$ cat config.mk
export PLATFORM = sky130hd
export DESIGN_NAME = qru_div
export DESIGN_NICKNAME = d
export VERILOG_FILES = /design/src/qru_pkg.sv /design/src/qru_div.sv
export SDC_FILE = /design/constraint.sdc
export NUM_CORES = 1
export LEC_CHECK = 0
export ABC_AREA = 1
export BUFFER_PORTS_ARGS = -buffer_cell sky130_fd_sc_hd__buf_2
export CAP_MARGIN = 20
export CELL_PAD_IN_SITES_DETAIL_PLACEMENT = 1
export CELL_PAD_IN_SITES_GLOBAL_PLACEMENT = 1
export CORE_MARGIN = 2
export CORE_UTILIZATION = 46
export DETAILED_ROUTE_END_ITERATION = 10
export PLACE_DENSITY = 0.95
export SLEW_MARGIN = 20
export SYNTH_ARGS = -nofsm -noshare
export SYNTH_HDL_FRONTEND = slang
export SYNTH_SLANG_ARGS = --single-unit
$ cat constraint.sdc
create_clock -name i_clk -period 4.9 [get_ports i_clk]
set_clock_uncertainty 0.15 [all_clocks]
set_input_delay 0.49 -clock i_clk [delete_from_list [all_inputs] [get_ports i_clk]]
set_output_delay 0.49 -clock i_clk [all_outputs]
set_load 0.03 [all_outputs]
$ cat src/qru_pkg.sv
// Shared types, constants and tables of the quaternion rotation unit.
// Depends on nothing; every other file of the block imports it.
package qru_pkg;

    localparam int WORD_W       = 32;
    localparam int FRAC_W       = 28;
    localparam int PROD_W       = 2 * WORD_W;
    localparam int ACC_W        = 40;
    localparam int NUM_LANES    = 4;
    localparam int NUM_TERMS    = 4;
    localparam int ANG_W        = 48;
    localparam int ANGLE_FRAC   = 40;
    localparam int CORDIC_ITERS = 24;
    localparam int COR_CNT_W    = $clog2(CORDIC_ITERS);
    localparam int SQRT_STEPS   = 32;
    localparam int DIV_STEPS    = PROD_W;

    localparam logic [1:0] MODE_LOAD    = 2'd0;
    localparam logic [1:0] MODE_COMPOSE = 2'd1;
    localparam logic [1:0] MODE_ROTATE  = 2'd2;

    localparam logic signed [ANG_W-1:0] PI_ANGLE   = 48'sh3243F6A8886;
    localparam logic signed [ANG_W-1:0] HALF_PI    = PI_ANGLE >>> 1;
    localparam logic signed [ANG_W-1:0] TWO_PI     = PI_ANGLE <<< 1;
    localparam logic signed [ANG_W-1:0] CORDIC_GAIN = 48'sd667681663043;

    typedef logic signed [ANG_W-1:0] t_ang_tab [CORDIC_ITERS];

    typedef enum logic [3:0] {
        ST_IDLE, ST_SQUARE, ST_SUM, ST_SQRT, ST_CORDIC, ST_AXIS,
        ST_DIVGO, ST_DIV, ST_MAC, ST_INNER, ST_OUTER, ST_DONE
    } t_state;

    typedef enum logic [1:0] {COR_IDLE, COR_FOLD, COR_ITER, COR_OUT} t_cor_phase;

    typedef struct packed {
        logic accum;
        logic clr;
        logic neg;
    } t_lane_cmd;

    typedef struct packed {
        logic                     sat;
        logic signed [WORD_W-1:0] val;
    } t_clip;

    // Term tables: for each lane, which operands enter each of its four terms
    // and whether the term is subtracted (bit j of the mask is term j).
    localparam logic [1:0] CMP_QI [NUM_LANES][NUM_TERMS] =
        '{'{2'd0, 2'd1, 2'd2, 2'd3}, '{2'd1, 2'd0, 2'd3, 2'd2},
          '{2'd2, 2'd3, 2'd0, 2'd1}, '{2'd3, 2'd2, 2'd1, 2'd0}};
    localparam logic [3:0] CMP_NEG [NUM_LANES] = '{4'b1110, 4'b1000, 4'b0010, 4'b0100};

    localparam logic [1:0] IN_PT [NUM_LANES][NUM_TERMS] =
        '{'{2'd2, 2'd1, 2'd0, 2'd0}, '{2'd1, 2'd2, 2'd0, 2'd0},
          '{2'd0, 2'd2, 2'd1, 2'd0}, '{2'd0, 2'd1, 2'd2, 2'd0}};
    localparam logic [1:0] IN_QI [NUM_LANES][NUM_TERMS] =
        '{'{2'd0, 2'd1, 2'd2, 2'd0}, '{2'd0, 2'd1, 2'd3, 2'd0},
          '{2'd0, 2'd2, 2'd3, 2'd0}, '{2'd1, 2'd2, 2'd3, 2'd0}};
    localparam logic [3:0] IN_NEG [NUM_LANES] = '{4'b0100, 4'b0010, 4'b0100, 4'b0111};

    localparam logic [1:0] OUT_QI [NUM_LANES][NUM_TERMS] =
        '{'{2'd2, 2'd3, 2'd0, 2'd1}, '{2'd1, 2'd0, 2'd3, 2'd2},
          '{2'd0, 2'd1, 2'd2, 2'd3}, '{2'd0, 2'd0, 2'd0, 2'd0}};
    localparam logic [3:0] OUT_NEG [NUM_LANES] = '{4'b1010, 4'b1001, 4'b1100, 4'b0000};

    // floor(2^e / d) by shift and subtract, for elaboration only.
    function automatic logic [ANG_W-1:0] f_pow_div(input int e, input int d);
        logic [ANG_W-1:0] q;
        logic [ANG_W-1:0] rem;
        int b;
        q   = '0;
        rem = '0;
        for (b = ANG_W - 1; b >= 0; b--) begin
            rem = {rem[ANG_W-2:0], (b == e)};
            if (rem >= ANG_W'(d)) begin
                rem  = rem - ANG_W'(d);
                q[b] = 1'b1;
            end
        end
        return q;
    endfunction

    // Step angles atan(2^-i) as the truncated arctangent series.
    function automatic t_ang_tab f_atan_tab();
        t_ang_tab tab;
        logic signed [ANG_W-1:0] sum;
        logic signed [ANG_W-1:0] term;
        int i;
        int k;
        tab[0] = PI_ANGLE >>> 2;
        for (i = 1; i < CORDIC_ITERS; i++) begin
            sum = '0;
            for (k = 0; i * (2 * k + 1) <= ANGLE_FRAC; k++) begin
                term = f_pow_div(ANGLE_FRAC - i * (2 * k + 1), 2 * k + 1);
                sum  = (k % 2 == 1) ? sum - term : sum + term;
            end
            tab[i] = sum;
        end
        return tab;
    endfunction

    localparam t_ang_tab ATAN_TAB = f_atan_tab();

    function automatic t_clip f_clip(input logic signed [ACC_W-1:0] v);
        t_clip c;
        c.sat = 1'b0;
        c.val = v[WORD_W-1:0];
        if (v > ACC_W'(signed'({1'b0, {(WORD_W-1){1'b1}}}))) begin
            c.sat = 1'b1;
            c.val = {1'b0, {(WORD_W-1){1'b1}}};
        end else if (v < -ACC_W'(signed'({1'b0, 1'b1, {(WORD_W-1){1'b0}}}))) begin
            c.sat = 1'b1;
            c.val = {1'b1, {(WORD_W-1){1'b0}}};
        end
        return c;
    endfunction

endpackage

$ cat src/qru_div.sv
// Signed-by-unsigned division truncating toward zero, one quotient bit per
// cycle. Depends on qru_pkg.
module qru_div (
    input  logic                              i_clk,
    input  logic                              i_rst_n,
    input  logic                              i_start,
    input  logic signed [qru_pkg::PROD_W-1:0] i_dividend,
    input  logic [qru_pkg::WORD_W-1:0]        i_divisor,
    output logic                              o_done,
    output logic signed [qru_pkg::WORD_W-1:0] o_quot
);
    import qru_pkg::*;

    localparam int CNT_W = $clog2(DIV_STEPS);

    logic [PROD_W-1:0] r_mag;
    logic [WORD_W-1:0] r_rem;
    logic [WORD_W-1:0] r_divisor;
    logic              r_neg;
    logic [CNT_W-1:0]  r_cnt;
    logic              r_busy;
    logic              r_done;
    logic [WORD_W:0]   rem_sh;
    logic              fits;

    always_comb begin
        rem_sh = {r_rem, r_mag[PROD_W-1]};
        fits   = (rem_sh >= {1'b0, r_divisor});
    end

    always_ff @(posedge i_clk) begin
        if (!i_rst_n) begin
            r_busy <= 1'b0;
            r_done <= 1'b0;
            r_cnt  <= '0;
        end else begin
            r_done <= 1'b0;
            if (i_start) begin
                r_busy <= 1'b1;
                r_cnt  <= '0;
            end else if (r_busy) begin
                r_cnt <= r_cnt + 1'b1;
                if (r_cnt == CNT_W'(DIV_STEPS - 1)) begin
                    r_busy <= 1'b0;
                    r_done <= 1'b1;
                end
            end
        end
    end

    always_ff @(posedge i_clk) begin
        if (i_start) begin
            r_mag     <= i_dividend[PROD_W-1] ? PROD_W'(-i_dividend) : PROD_W'(i_dividend);
            r_neg     <= i_dividend[PROD_W-1];
            r_rem     <= '0;
            r_divisor <= i_divisor;
        end else if (r_busy) begin
            r_mag <= {r_mag[PROD_W-2:0], fits};
            r_rem <= fits ? WORD_W'(rem_sh - {1'b0, r_divisor}) : rem_sh[WORD_W-1:0];
        end
    end

    assign o_done = r_done;
    assign o_quot = r_neg ? -signed'(r_mag[WORD_W-1:0]) : signed'(r_mag[WORD_W-1:0]);
endmodule

## After elaboration in Yosys (flattened, before gate mapping)

Index checks and enable logic that the tools add are counted.
W data, S select, Z words.

- Add/subtract/negate cells: 4
- $mul: 0
- Div/mod/pow operators: 0
- Magnitude comparators: 1
- Eq/ne operators: 1
- Shift operators: 0
- Multiplexer cells: 9
- Bitwise operators: 2
- Reduce and logical (&&, ||, !) cells: 3

Operators with widths:

| kind | number |
|---|---|
| $mux W64 | 3 |
| $mux W32 | 2 |
| $neg A64 Y64 | 1 |
| $ge A33 B32 Y1 | 1 |
| $neg A32 Y32 | 1 |
| $sub A32 B32 Y32 | 1 |
| $add A6 B1 Y6 const B | 1 |
| $eq A6 B6 Y1 const B | 1 |
| $mux W1 | 4 |
| $reduce_or A3 Y1 | 1 |
| $not A1 Y1 | 2 |
| $reduce_bool A2 Y1 | 1 |
| $reduce_or A2 Y1 | 1 |

- Register bits after elaboration: 137
- Bits in latches: 0
- Memory bits (writable): 0
- ROM bits: 0
- Bits of input ports: 99
- Output and inout port bits: 33
- Memories kept: 0

## Logic depth before layout (Yosys ltp)

Gate-level depths: netlist of the first run.

- Word-level depth: 4
- Gate-level depth with buffers: 18
- Gate-level depth less buffers: 16

## Worst setup path after synthesis of the first run

No wires, ideal clock.

- Path kind: register -> output
- Start: register r_mag[0]
- End: output port o_quot[26] (netlist name)
- Data arrival time: 1.920 ns
- Required time: 4.260 ns
- Setup slack: 2.340 ns
- Cell stages (with the launch flop): 11
- Buffers on the path: 0
- Path through: edfxtp_1 > inv_1 > ha_1 > nand2_1 > nor2_1 > nand2_1 > nor2_1 > a21oi_1 > nor2_1 > o21ai_0 > xor2_1

- Cells in the longest elaborated chain, start to end: 2

RTL lines:

| item | RTL line | source |
|---|---|---|
| from (decl) | qru_div.sv:16 | `logic [PROD_W-1:0] r_mag;` |
| from (signal assigned) | qru_div.sv:53 | `r_mag <= i_dividend[PROD_W-1] ? PROD_W'(-i_dividend) : PROD_W'(i_dividend);` |
| from (signal assigned) | qru_div.sv:58 | `r_mag <= {r_mag[PROD_W-2:0], fits};` |
| $neg A32 Y32 | qru_div.sv:64 | `assign o_quot = r_neg ? -signed'(r_mag[WORD_W-1:0]) : signed'(r_mag[WORD_W-1:0]);` |
| $mux W32 | qru_div.sv:64 |  |
| to (decl) | qru_div.sv:10 | `output logic signed [qru_pkg::WORD_W-1:0] o_quot` |

Every way passes these cells.

## Final worst setup path of the first run

Same ends and word-level chain as after synthesis.

==> impl_metrics.prom, run 1 <==
# TYPE chip_impl_metric gauge
chip_impl_metric{name="finalHoldWorstSlack",unit="ns"} 0.0615
chip_impl_info{name="worst-setup-path-type",value="reg -> out"} 1
chip_impl_metric{name="worst_pin_slew",unit="ns"} 0.870
chip_impl_info{name="crit_path_start_kind",value="flop"} 1
chip_impl_metric{name="synth_simple_gate_area_share",unit="%"} 40.1
chip_impl_metric{name="synth.area.mux_share",unit="%"} 0
chip_impl_metric{name="initial_core_util",unit="%"} 46.6
chip_impl_info{name="clk_root_buffer_cell",value="sky130_fd_sc_hd__clkbuf_16"} 1
chip_impl_metric{name="critical_path_peak_fanout",unit=""} 4
chip_impl_metric{name="synthArstFlopShare",unit="%"} 0
chip_impl_metric{name="layout_worst_path_cycle_share",unit="%"} 71.5
chip_impl_metric{name="postcts_setup_bufs",unit=""} 0
chip_impl_metric{name="postSynthCellCount",unit=""} 1733
chip_impl_metric{name="combined_area_of_all_synthesized_cells",unit="um2"} 11300
chip_impl_metric{name="drt_pre_antenna_iters",unit=""} 5
chip_impl_metric{name="timing.final.max_slew_violations",unit=""} 0
chip_impl_metric{name="finalSetupViolCount",unit=""} 0
chip_impl_metric{name="setup-tns-final",unit="ns"} 0
chip_impl_metric{name="cts.hold.buffers_added",unit=""} 0
chip_impl_metric{name="leakage",unit="nW"} 6.28
chip_impl_info{name="hp-class",value="in -> reg"} 1
chip_impl_metric{name="post_route_cells_drive_above_1_share",unit="%"} 12.9
chip_impl_metric{name="worst_ep_arrival_time",unit="ns"} 2.87
chip_impl_metric{name="placement_rows",unit=""} 57
chip_impl_metric{name="grt_start_max_net_pins",unit=""} 64
chip_impl_metric{name="synth_sequential_area_ratio",unit="%"} 32.8
chip_impl_metric{name="via_count_of_the_first_global_routing_pass",unit=""} 13000
chip_impl_metric{name="antenna_violating_nets_post_route",unit=""} 0
chip_impl_metric{name="layout.cell_area.non_filler",unit="um2"} 12800
chip_impl_metric{name="wire_length_of_the_first_global_routing_pass",unit="um"} 65200
chip_impl_metric{name="power_per_cell_area",unit="nW/um2"} 277
chip_impl_metric{name="dieArea",unit="um2"} 25900
chip_impl_metric{name="die_y",unit="um"} 161
chip_impl_metric{name="power_frac_comb",unit="%"} 20.0
chip_impl_info{name="rsz0062_at_grt",value="false"} 1
chip_impl_info{name="result_of_the_run",value="finished, final reports clean"} 1
chip_impl_metric{name="design.core.area",unit="um2"} 24200
chip_impl_metric{name="fillerInstances",unit=""} 3333
chip_impl_metric{name="dpl.cell_count",unit=""} 2152
chip_impl_metric{name="irDropWorstVdd",unit="mV"} 0.238
chip_impl_metric{name="clock_power_share",unit="%"} 40.3
chip_impl_info{name="synth_top_family_by_area",value="simple AND/OR/NAND/NOR gates"} 1
chip_impl_metric{name="synth_seq_cells",unit=""} 137
chip_impl_metric{name="internal-power",unit="W"} 0.00238
chip_impl_metric{name="critical_path_required",unit="ns"} 4.26
chip_impl_metric{name="antenna_found_initial",unit=""} 2
chip_impl_metric{name="drt-vias-per-instance",unit=""} 5.53
chip_impl_metric{name="synth_adder_area_share",unit="%"} 4.05
chip_impl_metric{name="io_pins",unit=""} 132
chip_impl_metric{name="max-clock-path-buffers",unit=""} 2
chip_impl_metric{name="pwr-share-seq",unit="%"} 39.7
chip_impl_info{name="most_common_flop_cell_mapped_by_yosys",value="sky130_fd_sc_hd__edfxtp_1"} 1
chip_impl_metric{name="place.port_buffers",unit=""} 131
chip_impl_metric{name="relSlewSlack",unit="%"} 41.9
chip_impl_metric{name="synth-warning-count",unit=""} 0
chip_impl_metric{name="syn-num-nets",unit=""} 1868
chip_impl_metric{name="placed_cell_area",unit="um2"} 12200
chip_impl_metric{name="cts.reportedPaths.clkPinSlew",unit="ns"} 0.07
chip_impl_metric{name="clkLatencyLatePin",unit="ns"} 0.45
chip_impl_metric{name="maxCapViolations",unit=""} 0
chip_impl_metric{name="die_w",unit="um"} 161
chip_impl_metric{name="finalNetCount",unit=""} 1982
chip_impl_metric{name="synth_edf_count",unit=""} 97
chip_impl_metric{name="cts_inserted_buffers",unit=""} 17
chip_impl_metric{name="gp_congestion",unit=""} 0.968
chip_impl_metric{name="grt.overflow.total",unit=""} 0
chip_impl_metric{name="finalHoldViolCount",unit=""} 0
chip_impl_metric{name="synth_compound_area_share",unit="%"} 6.56
chip_impl_metric{name="p_total",unit="W"} 0.00355
chip_impl_info{name="cts_tree",value="done"} 1
chip_impl_metric{name="layout.cells.non_filler",unit=""} 2186
chip_impl_metric{name="synth-xor-area-share",unit="%"} 5.34
chip_impl_metric{name="route.detailed.wl_per_inst",unit="um"} 18.6
chip_impl_metric{name="routed_wirelength",unit="um"} 40700
chip_impl_info{name="critPathCaptureType",value="output port"} 1
chip_impl_metric{name="cts.sink_count",unit=""} 137
chip_impl_metric{name="area_growth",unit="%"} 13.5
chip_impl_metric{name="detailroute.via_count",unit=""} 12100
chip_impl_metric{name="number_of_cells_upsized_or_downsized_after_cts",unit=""} 0
chip_impl_metric{name="htreeDepth",unit=""} 4
chip_impl_metric{name="clock.fmax",unit="MHz"} 285
chip_impl_metric{name="synth_cell_type_count",unit=""} 43
chip_impl_metric{name="swShare",unit="%"} 32.9
chip_impl_metric{name="detail_route.drc_violations",unit=""} 0
chip_impl_metric{name="detail_route.iter0.violations",unit=""} 791
chip_impl_metric{name="dp_hpwl",unit="um"} 31000
chip_impl_metric{name="switchingPower",unit="W"} 0.00117
chip_impl_metric{name="synth.avg_cell_area",unit="um2"} 6.53
chip_impl_metric{name="finalWorstPathRequiredPeriod",unit="ns"} 3.51
chip_impl_metric{name="gr-usage-all-layers",unit="%"} 31.8
==> power by group through the flow <==
stage                     registers, W  logic (W)  clock network, W
final                          0.00141   0.000711           0.00143
after floorplan                0.00141   0.000474                 0
after detailed placement       0.00143   0.000702                 0
after CTS                      0.00141   0.000710           0.00143
after global routing           0.00142   0.000777           0.00146
after global placement         0.00143   0.000674                 0
==> layout make-up <==
cell class,instances,area (um2),area share (%)
repair buffers,138,711,5.54
well taps,324,405,3.16
diodes,2,5.00,0.0390
clock buffers,19,475,3.70
multi-input cells,1278,6340,49.4
flip-flops and latches,137,3710,28.9
clock inverters,13,153,1.19
inverters,275,1030,8.05
==> kinds of logic after synthesis <==
kind of cell	after synthesis
AND/OR/NAND/NOR	1036
adder cells (fa/ha/maj)	36
AO/OA/AOI/OAI	137
flip-flops	137
XOR/XNOR	69
buffers and inverters	318
==> through the flow <==
stage          setup WS, ns  utilization, %
6_report               1.39            52.9
5_1_grt                1.23            52.9
4_1_cts                1.41            52.9
3_5_place_dp           1.91            50.3
3_3_place_gp           1.98            50.3
2_1_floorplan          2.34               -
==> cell usage after synthesis (all sizes together) (2+ instances only) <==
cell	count	area, um2
a31oi	10	62.6
o21ai	89	460
nand3b	12	90.1
nor3	12	70.1
nor2	200	835
o211ai	2	15.0
or2	2	12.5
o21bai	5	37.5
clkbuf	24	90.1
xnor2	22	193
dfxtp	40	801
ha	35	438
inv	271	1020
nand2	582	2250
nand4	35	219
nand3	188	1030
nor4	4	25.0
clkinv	4	15.0
a21oi	27	135
o31ai	2	15.0
buf	19	134
edfxtp	97	2910
xor2	47	412
==> metal layers <==
metal	vias to the layer above	share of wire, %	track usage [%]
met4	0	5.2	17.2
met3	146	4.3	4.62
met1	5837	39	35.3
li1	5737	-	-
met2	379	51	58.5
met5	-	0	0
==> state kept, by name (all words and copies together) (netlist names) <==
| register | flops |
|---|---|
| r_mag | 64 |
| r_divisor | 32 |
| r_rem | 32 |
| r_cnt | 6 |
| o_done | 1 |
| r_busy | 1 |
| r_neg | 1 |
==> cells in the final DEF, fill, tap and decap left out, drive strengths merged, types with 2 or more instances in the layout <==
cell    instances
a21oi          27
o21ai          89
xnor2          22
edfxtp         97
inv           276
nand2         582
dfxtp          40
nor2          200
clkbuf         19
nand3         188
nand4          35
a31oi          10
ha             35
or2             2
o31ai           2
nor4            4
nand3b         12
xor2           47
diode           2
bufinv          2
buf           138
clkinv         10
nor3           12
o211ai          2
o21bai          5
==> worst paths after layout <==
kind | start | to | slack, ns | depth (start not counted)
min reg2reg | r_rem[21]$_SDFFE_PP0P_ | r_rem[21]$_SDFFE_PP0P_ | 0.33 | 2
max reg2reg | r_divisor[24]$_DFFE_PP_ | r_rem[1]$_SDFFE_PP0P_ | 1.85 | 13
max | r_mag[0]$_DFFE_PP_ | o_quot[26] | 1.39 | 11
min | i_divisor[7] | r_divisor[7]$_DFFE_PP_ | 0.06 | 1
==> worst max-delay path, stage by stage (launching register included) <==
cell and delay [ns]:
sky130_fd_sc_hd__edfxtp_1 0.51, sky130_fd_sc_hd__inv_1 0.18, sky130_fd_sc_hd__ha_1 0.19, sky130_fd_sc_hd__nand2_1 0.09, sky130_fd_sc_hd__nor2_1 0.16, sky130_fd_sc_hd__nand2_1 0.13
sky130_fd_sc_hd__nor2_1 0.20, sky130_fd_sc_hd__a21oi_1 0.13, sky130_fd_sc_hd__nor2_1 0.25, sky130_fd_sc_hd__o21ai_0 0.16, sky130_fd_sc_hd__xor2_1 0.18, sky130_fd_sc_hd__buf_2 0.22
Note: power is estimated with default switching activity, not from simulation.
==> run 2: changes to the inputs <==
Settings changed: CORE_UTILIZATION 46 to 43.
Clock period 4.9 ns to 3.5 ns, I/O delays scaled along.
==> impl_metrics.prom, run 2 (synthesis results as in run 1) <==
# TYPE chip_impl_metric gauge
chip_impl_info{name="result_of_the_run",value="finished, final reports clean"} 1
chip_impl_metric{name="gr-usage-all-layers",unit="%"} 29.1
chip_impl_metric{name="number_of_cells_upsized_or_downsized_after_cts",unit=""} 0
chip_impl_info{name="path_cells",value="nor2_1 > nand3_1 > nor4_1 > nand3b_1 > nand2_1 > o21ai_0 > xor2_1 > buf_2"} 1
chip_impl_metric{name="routed_wirelength",unit="um"} 40500
chip_impl_metric{name="leakage",unit="nW"} 6.41
chip_impl_info{name="crit_family",value="simple AND/OR/NAND/NOR gates"} 1
chip_impl_info{name="biggestRegsByFlops",value="r_mag x64, r_divisor x32, r_rem x32"} 1
chip_impl_metric{name="htreeDepth",unit=""} 4
chip_impl_metric{name="largest_register_ffs",unit=""} 64
chip_impl_metric{name="place.port_buffers",unit=""} 131
chip_impl_metric{name="finalWorstPathRequiredPeriod",unit="ns"} 3.34
chip_impl_metric{name="relSlewSlack",unit="%"} 38.7
chip_impl_metric{name="fillerInstances",unit=""} 3468
chip_impl_metric{name="wire_length_of_the_first_global_routing_pass",unit="um"} 64900
chip_impl_info{name="critical_path.reg2reg.startpoint",value="r_divisor[24]$_DFFE_PP_"} 1
chip_impl_metric{name="p_total",unit="W"} 0.00485
chip_impl_metric{name="finalSetupViolCount",unit=""} 0
chip_impl_metric{name="drt_pre_antenna_iters",unit=""} 5
chip_impl_metric{name="detail_route.iter0.violations",unit=""} 750
chip_impl_metric{name="cts.reportedPaths.clkPinSlew",unit="ns"} 0.08
chip_impl_metric{name="worst_ep_arrival_time",unit="ns"} 2.84
chip_impl_info{name="holdCritStartpoint",value="i_rst_n"} 1
chip_impl_metric{name="antenna_found_initial",unit=""} 6
chip_impl_metric{name="critical_path_peak_fanout",unit=""} 4
chip_impl_metric{name="finalNetCount",unit=""} 2017
chip_impl_metric{name="final_core_utilization",unit="%"} 50.9
chip_impl_metric{name="finalHoldViolCount",unit=""} 0
chip_impl_metric{name="dieArea",unit="um2"} 27600
chip_impl_info{name="largest_register",value="r_mag"} 1
chip_impl_metric{name="clock.fmax",unit="MHz"} 300
chip_impl_metric{name="layout_worst_path_cycle_share",unit="%"} 95.3
chip_impl_metric{name="timing.critical_path.buf_inv",unit=""} 1
chip_impl_metric{name="die_y",unit="um"} 166
chip_impl_info{name="clk_root_buffer_cell",value="sky130_fd_sc_hd__clkbuf_16"} 1
chip_impl_info{name="worst-setup-path-type",value="reg -> out"} 1
chip_impl_metric{name="critical_path_required",unit="ns"} 3.00
chip_impl_metric{name="worst_pin_slew",unit="ns"} 0.919
chip_impl_metric{name="grt_start_max_net_pins",unit=""} 68
chip_impl_metric{name="cts_inserted_buffers",unit=""} 17
chip_impl_metric{name="drt-vias-per-instance",unit=""} 5.41
chip_impl_metric{name="cts.hold.buffers_added",unit=""} 32
chip_impl_metric{name="die_w",unit="um"} 166
chip_impl_metric{name="grt.overflow.total",unit=""} 0
chip_impl_metric{name="area_growth",unit="%"} 16.5
chip_impl_metric{name="holdPathStages",unit=""} 3
chip_impl_metric{name="detail_route.drc_violations",unit=""} 0
chip_impl_info{name="rsz0062_at_grt",value="false"} 1
chip_impl_metric{name="irDropWorstVdd",unit="mV"} 0.274
chip_impl_metric{name="postcts_setup_bufs",unit=""} 0
chip_impl_metric{name="timing.final.max_slew_violations",unit=""} 0
chip_impl_metric{name="worstRegToRegCells",unit=""} 12
chip_impl_metric{name="antenna_violating_nets_post_route",unit=""} 0
chip_impl_metric{name="placement_rows",unit=""} 59
chip_impl_metric{name="via_count_of_the_first_global_routing_pass",unit=""} 12900
chip_impl_info{name="timing.rr.end",value="r_mag[0]$_DFFE_PP_"} 1
chip_impl_info{name="layout.cells.most_common",value="sky130_fd_sc_hd__nand2_1"} 1
chip_impl_metric{name="power_per_cell_area",unit="nW/um2"} 368
chip_impl_info{name="crit_path_start_kind",value="flop"} 1
chip_impl_metric{name="final_worst_slack",unit="ns"} 0.165
chip_impl_metric{name="route.detailed.wl_per_inst",unit="um"} 18.1
chip_impl_metric{name="detailroute.via_count",unit=""} 12100
chip_impl_metric{name="design.core.area",unit="um2"} 25900
chip_impl_metric{name="max-clock-path-buffers",unit=""} 2
chip_impl_metric{name="io_pins",unit=""} 132
chip_impl_metric{name="critPathMaxStageDelay",unit="ns"} 0.56
chip_impl_info{name="mostFrequentLayoutCells",value="565 x sky130_fd_sc_hd__nand2_1, 260 x sky130_fd_sc_hd__inv_1, 183 x sky130_fd_sc_hd__nor2_1"} 1
chip_impl_metric{name="finalHoldWorstSlack",unit="ns"} 0.0216
chip_impl_metric{name="setup-tns-final",unit="ns"} 0
chip_impl_info{name="hp-class",value="in -> reg"} 1
chip_impl_metric{name="dp_slack",unit="ns"} 0.738
chip_impl_metric{name="clkLatencyLatePin",unit="ns"} 0.44
chip_impl_info{name="critPathCaptureType",value="output port"} 1
chip_impl_metric{name="cts.sink_count",unit=""} 137
chip_impl_info{name="worst_path_max_delay_cell",value="sky130_fd_sc_hd__nor4_1"} 1
chip_impl_info{name="hold_end",value="r_busy$_SDFF_PN0_"} 1
chip_impl_metric{name="dp_hpwl",unit="um"} 30600
chip_impl_metric{name="initial_core_util",unit="%"} 43.6
chip_impl_metric{name="maxCapViolations",unit=""} 0
chip_impl_info{name="crit_start",value="r_mag[12]$_DFFE_PP_"} 1
chip_impl_metric{name="reg2reg_setup_slack",unit="ns"} 0.78
chip_impl_metric{name="post_route_cells_drive_above_1_share",unit="%"} 12.8
chip_impl_info{name="cts_tree",value="done"} 1
chip_impl_metric{name="gp_congestion",unit=""} 0.966
==> run 2: power by group <==
group | total (W) | internal (W) | switching [W]
Clock | 0.00184 | 0.000984 | 0.000860
Sequential | 0.00197 | 0.00188 | 0.0000817
Combinational | 0.00104 | 0.000327 | 0.000709
==> run 2: how the worst max path moves through the flow <==
stage                         endpoint  depth (start not counted)  slack [ns]
floorplan                   o_quot[26]                         10        1.08
detailed placement          o_quot[28]                         11        0.74
CTS                         o_quot[28]                         11        0.26
global placement    r_mag[0]$_DFFE_PP_                         12        0.94
finish                      o_quot[31]                          8        0.16
global route                o_quot[26]                         11        0.02
==> run 2: area by class of cell <==
type	count	area [um2]	area share (%)
multi-input cells	1278	6340	48.1
inverters	275	1030	7.83
well taps	335	419	3.18
diodes	7	17.5	0.133
clock buffers	19	454	3.45
clock inverters	13	119	0.902
flip-flops and latches	137	3710	28.2
repair buffers	173	1080	8.19
==> run 2: worst reg2reg max path, cell delays in order (launching register included) <==
cell	delay, ns
sky130_fd_sc_hd__edfxtp_1	0.38
sky130_fd_sc_hd__inv_1	0.07
sky130_fd_sc_hd__ha_1	0.29
sky130_fd_sc_hd__nand2_2	0.14
sky130_fd_sc_hd__inv_2	0.03
sky130_fd_sc_hd__a21oi_1	0.21
sky130_fd_sc_hd__nand2_1	0.13
sky130_fd_sc_hd__nand2_1	0.09
sky130_fd_sc_hd__nand2_2	0.09
sky130_fd_sc_hd__nor2_8	0.28
sky130_fd_sc_hd__nand2_8	0.25
sky130_fd_sc_hd__nand2_1	0.23
sky130_fd_sc_hd__o21ai_1	0.10
==> run 2: stage by stage <==
step                cells  cell area (um2)
finish               2237            13200
global route         2237            13200
global placement     2166            12300
detailed placement   2166            12300
CTS                  2230            13200
floorplan            1733            11300
==> run 2: metal layers <==
metal	GRT usage [%]	share of wire, %
met4	13.6	4.4
met2	53.4	51
met3	3.50	3.8
met1	33.5	41
met5	0	0
